### config.mk
export PLATFORM = sky130hd
export DESIGN_NAME = spcp_fifo
export DESIGN_NICKNAME = d
export VERILOG_FILES = /design/src/spcp_pkg.sv /design/src/spcp_fifo.sv
export SDC_FILE = /design/constraint.sdc
export NUM_CORES = 1
export LEC_CHECK = 0
export ABC_AREA = 1
export BUFFER_PORTS_ARGS = -buffer_cell sky130_fd_sc_hd__buf_2
export CAP_MARGIN = 15
export CORE_MARGIN = 4
export CORE_UTILIZATION = 50
export CTS_CLUSTER_SIZE = 16
export DETAILED_ROUTE_END_ITERATION = 8
export PLACE_DENSITY = 0.83
export SYNTH_ARGS = -nofsm -noshare
export SYNTH_HDL_FRONTEND = slang
export SYNTH_SLANG_ARGS = --single-unit
### constraint.sdc
create_clock -name i_clk -period 1.1 [get_ports i_clk]
set_input_delay 0.055 -clock i_clk [delete_from_list [all_inputs] [get_ports i_clk]]
set_output_delay 0.055 -clock i_clk [all_outputs]
set_load 0.005 [all_outputs]
### src/spcp_pkg.sv
// ----------------------------------------------------------------------------
// spcp_pkg
// Shared types and constants for the segment pair closest point block.
// ----------------------------------------------------------------------------
package spcp_pkg;

    localparam logic [31:0] LIMIT_RESET = 32'd42950;
    localparam int          NUM_AXES    = 3;
    localparam int          NUM_COORDS  = 12;
    localparam int          NUM_OUTS    = 6;
    localparam int          CHUNK_BITS  = 32;

    typedef struct packed {
        logic full;
        logic nonempty;
    } t_q_stat;

    typedef struct packed {
        logic en;
        logic vld;
    } t_lane_ctl;

endpackage

### src/spcp_fifo.sv
// ----------------------------------------------------------------------------
// spcp_fifo
// Small register queue between the front and back pipes.
// ----------------------------------------------------------------------------
module spcp_fifo
    import spcp_pkg::*;
#(
    parameter int WIDTH = 8,
    parameter int DEPTH = 4
) (
    input  logic             i_clk,
    input  logic             i_rst_n,
    input  logic             i_push,
    input  logic [WIDTH-1:0] i_data,
    input  logic             i_pop,
    output logic [WIDTH-1:0] o_data,
    output t_q_stat          o_stat
);

    localparam int AW = $clog2(DEPTH);
    localparam int CW = $clog2(DEPTH + 1);

    logic [WIDTH-1:0] r_mem [DEPTH];
    logic [AW-1:0]    r_wp;
    logic [AW-1:0]    r_rp;
    logic [CW-1:0]    r_cnt;

    always_ff @(posedge i_clk) begin
        if (i_push) begin
            r_mem[r_wp] <= i_data;
        end
    end

    always_ff @(posedge i_clk) begin
        if (!i_rst_n) begin
            r_wp  <= '0;
            r_rp  <= '0;
            r_cnt <= '0;
        end else begin
            if (i_push) begin
                r_wp <= (r_wp == AW'(DEPTH - 1)) ? '0 : r_wp + 1'b1;
            end
            if (i_pop) begin
                r_rp <= (r_rp == AW'(DEPTH - 1)) ? '0 : r_rp + 1'b1;
            end
            case ({i_push, i_pop})
                2'b10:   r_cnt <= r_cnt + 1'b1;
                2'b01:   r_cnt <= r_cnt - 1'b1;
                default: r_cnt <= r_cnt;
            endcase
        end
    end

    assign o_data          = r_mem[r_rp];
    assign o_stat.full     = (r_cnt == CW'(DEPTH));
    assign o_stat.nonempty = (r_cnt != '0);

endmodule

== Word-level counts from Yosys, hierarchy flattened ==
Memory sizes are Yosys's and may differ from the RTL's. A register that Yosys moved wholly into a read port is not among the register bits.
Cells that the tools add are included.
Operators by class
  add/sub/neg operators: 4
  equality and inequality tests: 5
  muxes and demuxes: 7
  reductions and logical operators: 2
Operators by type and width (number)
  $mux 2: 4
  $eq 2x2->1 const B: 3
  $pmux 3 s2: 1
  $add 2x1->2 const B: 2
  $add 3x1->3 const B: 1
  $eq 3x3->1 const B: 1
  $reduce_bool 3->1: 1
  $sub 3x1->3 const B: 1
  $eq 2x1->1 const B: 1
  $mux 1: 2
  $reduce_bool 2->1: 1
Word-level totals
  register bits: 7
  bits in writable memories: 32
  input port bits: 12
  output and inout bits: 10
  word-level logic and storage cells: 22
  memories kept: 1
Memory list
  r_mem: depth 4, bits a word 8, rd ports 1, clocked after memory_dff 1, write ports 1, RTL line spcp_fifo.sv:23  | logic [WIDTH-1:0] r_mem [DEPTH];

== Logic depth before layout (Yosys ltp) ==
  word-level depth: 4
  gate-level depth with buffers: 10
  gate-level depth less buffers: 10

== Least setup slack after synthesis ==
Ideal clock, no wire load.
  path kind: reg2reg
  start point: register r_cnt[1]
  end point: register r_cnt[2]
  setup time: 0.110 ns
  arrival time: 1.098 ns
  setup slack: -0.108 ns
  cell stages (with the launch flop): 9
  buffers on the path: 0
  period minus slack after synthesis: 1.208 ns
  cells stage by stage: dfxtp_1 inv_1 fa_1 inv_1 nand2_1 nand3_1 nand2_1 inv_1 nor2_1
Between the ends
  cells in the longest elaborated chain, start to end: 2
  elaborated cells between the ends (all ways): 3
  those cells by class: 2 x add/sub; 1 x mux
RTL lines
  from (decl): RTL line spcp_fifo.sv:26  | logic [CW-1:0] r_cnt;
  from (signal assigned): RTL line spcp_fifo.sv:47  | 2'b10: r_cnt <= r_cnt + 1'b1;
  from (signal assigned): RTL line spcp_fifo.sv:48  | 2'b01: r_cnt <= r_cnt - 1'b1;
  from (signal assigned): RTL line spcp_fifo.sv:49  | default: r_cnt <= r_cnt;
  $sub 3x1->3 / $add 3x1->3 (equally long branches): RTL line spcp_fifo.sv:48, spcp_fifo.sv:47
  $pmux 3 s2 (*): RTL line spcp_fifo.sv:46  | case ({i_push, i_pop})
Every way passes the cells marked *; elsewhere a longest branch is shown, timed or not.
A chain may end at the register's enable or synchronous reset.

==> flow_summary.json <==
{
  "place_congestion": 0.7516,
  "ys_top_cells_by_area": "edfxtp_1 58%, dfxtp_1 11%, o21ai_0 4.8%",
  "n_antenna_cell": 0,
  "synth.top_cell.area_share_pct": 58.09,
  "crit_arrival_ps": 1240,
  "final_min_period_over_clock_period_pct": 117.6,
  "htree_num_levels": 2,
  "cts_tree": "built",
  "required_ps": 1040,
  "tns_ps": -1636,
  "drive_gt1_share_pct": 47.67,
  "violations": "negative setup slack",
  "grt_max_degree": 17,
  "drv_cap": 0,
  "synth_simple_gate_area_share_pct": 8.775,
  "final_core_util_pct": 75.20,
  "outcome": "complete, but fails checks",
  "skew_ps": 3.767,
  "synth_top_family_by_area": "compound AO/OA/AOI/OAI gates",
  "postSynthCellCount": 136,
  "grt_pass1_wl_mm": 5.761,
  "synth_nets": 155,
  "grt_pass1_vias": 1222,
  "drt_iter0_drc": 58,
  "p_leak_nw": 0.9200,
  "clkSinkCount": 41,
  "finalMaxSlewViolations": 0,
  "synth_cell_types": 18,
  "stdcell_count": 237,
  "place_inst": 215,
  "hold_path.class": "in2reg",
  "rsz0062_at_grt": "true",
  "drc": 0,
  "die_w_um": 65.52,
  "clock_path_buffers": 2,
  "ys_ff_latch": 41,
  "die-area_mm2": 0.004292,
  "place_area_mm2": 0.001967,
  "firstDrtPassIters": 4,
  "vdd_drop_max_uv": 1129,
  "grt_use_total_pct": 18.32,
  "synth_xor_area_share_pct": 0,
  "cts_inserted_buffers": 5,
  "initial_core_util_pct": 53.31,
  "clk_pin_slew_ps": 100,
  "multiInputGateArea_um2": 541.8,
  "root_buffer": "clkbuf_4",
  "worst-path-max-fanout": 5,
  "hpwl_mm": 2.189,
  "path_class": "reg2out",
  "synth_fa_ha_area_share_pct": 5.749,
  "die_h_um": 65.52,
  "via_per_inst": 5.110,
  "boundaryPins": 22,
  "grt_overflow_total": 0,
  "netlist_area_mm2": 0.001654,
  "portBuffers": 21,
  "route.vias.total": 1211,
  "yosysTopAreaCell": "edfxtp_1",
  "antenna_found_initial": 0,
  "synthMuxAreaShare_pct": 0,
  "ys.warnings.count": 0,
  "synth.yosys.seq_area_share_pct": 68.99,
  "fin_crit_ps": 1294,
  "slew_headroom_pct": 89.23,
  "startpoint_type": "flip-flop",
  "nFillCells": 217,
  "seq_area_mm2": 0.001159,
  "detail_route.wl_per_cell_um": 14.96,
  "final-setup-viol-count": 26,
  "postLayoutCellArea_mm2": 0.002333,
  "worst_pin_slew_ps": 159.8,
  "insertion_delay_ps": 330,
  "ant_nets": 0,
  "design.core.area_mm2": 0.003103,
  "p_per_area_mw_per_mm2": 1412,
  "synth_compound_gate_area_share_pct": 11.04,
  "syn_to_final_growth_pct": 41.07,
  "final_nets": 211,
  "hold_violations": 0,
  "syn_area_per_cell_um2": 12.16,
  "row_count": 20,
  "fmax_ghz": 0.7730,
  "fin_ws_ps": -193.7,
  "wl_mm": 3.545,
  "worstSetupEndpointType": "output port"
}
synth_stat cells:
master and count:
a21oi_1 5, o21ai_1 2, nor2_1 19, nand3_1 2, fa_1 1, inv_1 17
dfxtp_1 9, nand4_1 1, inv_2 1, ha_1 6, nand2_1 8, nor3_1 3
nor2_2 2, o21ai_0 16, o21ai_2 2, buf_6 2, o22ai_1 8, edfxtp_1 32
per-stage QoR:
stage,hold WS (ps),worst slack [ps],total power [W]
2_1_floorplan,153.9,2.428,0.002042
3_3_place_gp,267.5,-86.41,0.002231
3_5_place_dp,270.3,-128.3,0.002262
4_1_cts,31.67,-215.3,0.003253
5_1_grt,48.00,-286.6,0.003484
6_report,61.10,-193.7,0.003295
routing by layer:
layer | track usage, % | wire length [um]
met1 | 19.80 | 1380
met2 | 34.13 | 1996
met3 | 5.470 | 140
met4 | 5.440 | 27
met5 | 0 | 0
state kept, by name (all words and copies together) (netlist names), named ones only:
register,flops
r_mem,32
r_rp,2
r_cnt,3
r_wp,2
power by group:
part,total [W],switching (W),internal [W]
logic,0.000574,0.000285,0.000289
clock network,0.000909,0.000435,0.000473
registers,0.00181,0.0000587,0.00175
cell usage in the layout (no fill, tap or decap), types with 2 or more instances in the layout:
| master | synthesis | final |
|---|---|---|
| buf_12 | 0 | 3 |
| o21ai_2 | 2 | 8 |
| inv_4 | 0 | 3 |
| inv_2 | 1 | 10 |
| nor2_1 | 19 | 19 |
| dfxtp_2 | 0 | 2 |
| buf_4 | 0 | 10 |
| nor3_1 | 3 | 2 |
| edfxtp_1 | 32 | 32 |
| buf_2 | 0 | 21 |
| clkbuf_4 | 0 | 5 |
| nor2_2 | 2 | 2 |
| dfxtp_4 | 0 | 4 |
| o21ai_1 | 2 | 4 |
| dlygate4sd3_1 | 0 | 9 |
| nand2_1 | 8 | 2 |
| o22ai_1 | 8 | 8 |
| a21oi_1 | 5 | 5 |
| buf_6 | 2 | 8 |
| nand2_2 | 0 | 6 |
| ha_4 | 0 | 5 |
| o21ai_0 | 16 | 8 |
| inv_1 | 17 | 4 |
| dfxtp_1 | 9 | 3 |
path summary, 6_finish.rpt:
path | from | to | slack [ps] | depth (start not counted)
max | flip-flop | o_data[0] | -190 | 4
min | i_pop | r_cnt[0]$_SDFFE_PN0P_ | 60 | 3
max reg2reg | r_cnt[0]$_SDFFE_PN0P_ | r_cnt[2]$_SDFFE_PN0P_ | -120 | 6
min reg2reg | r_rp[1]$_SDFFE_PN0P_ | flip-flop | 560 | 2
critical path, stage by stage (launching register included):
cell and delay, ps:
dfxtp_4 420, buf_6 140, o21ai_1 70, o22ai_1 150, buf_2 140
timing repair:
item | 4_1_cts | 5_1_grt
setup buffers | 1 | 3
resized for setup | 38 | 25
cloned | 1 | 0
pin swaps | 18 | 18
hold endpoints to repair | 36 | 0
setup endpoints to repair | 44 | 39
hold buffers | 9 | 0
final cells by class:
type | instances | share of cell area [%]
Timing Repair Buffer | 51 | 18.02
Inverter | 18 | 3.539
Clock inverter | 2 | 1.448
Multi-Input combinational cell | 75 | 23.22
Clock buffer | 6 | 1.769
Tap cell | 44 | 2.359
Sequential cell | 41 | 49.65
kinds of logic (layout without fill, tap and decap cells):
group | count (synthesis) | after routing
and+or+nand+nor | 35 | 35
adders and majority gates | 7 | 7
AOI/OAI and AO/OA | 33 | 33
DFF | 41 | 41
buffers and inverters | 20 | 77
(Power assumes the default switching activity.)
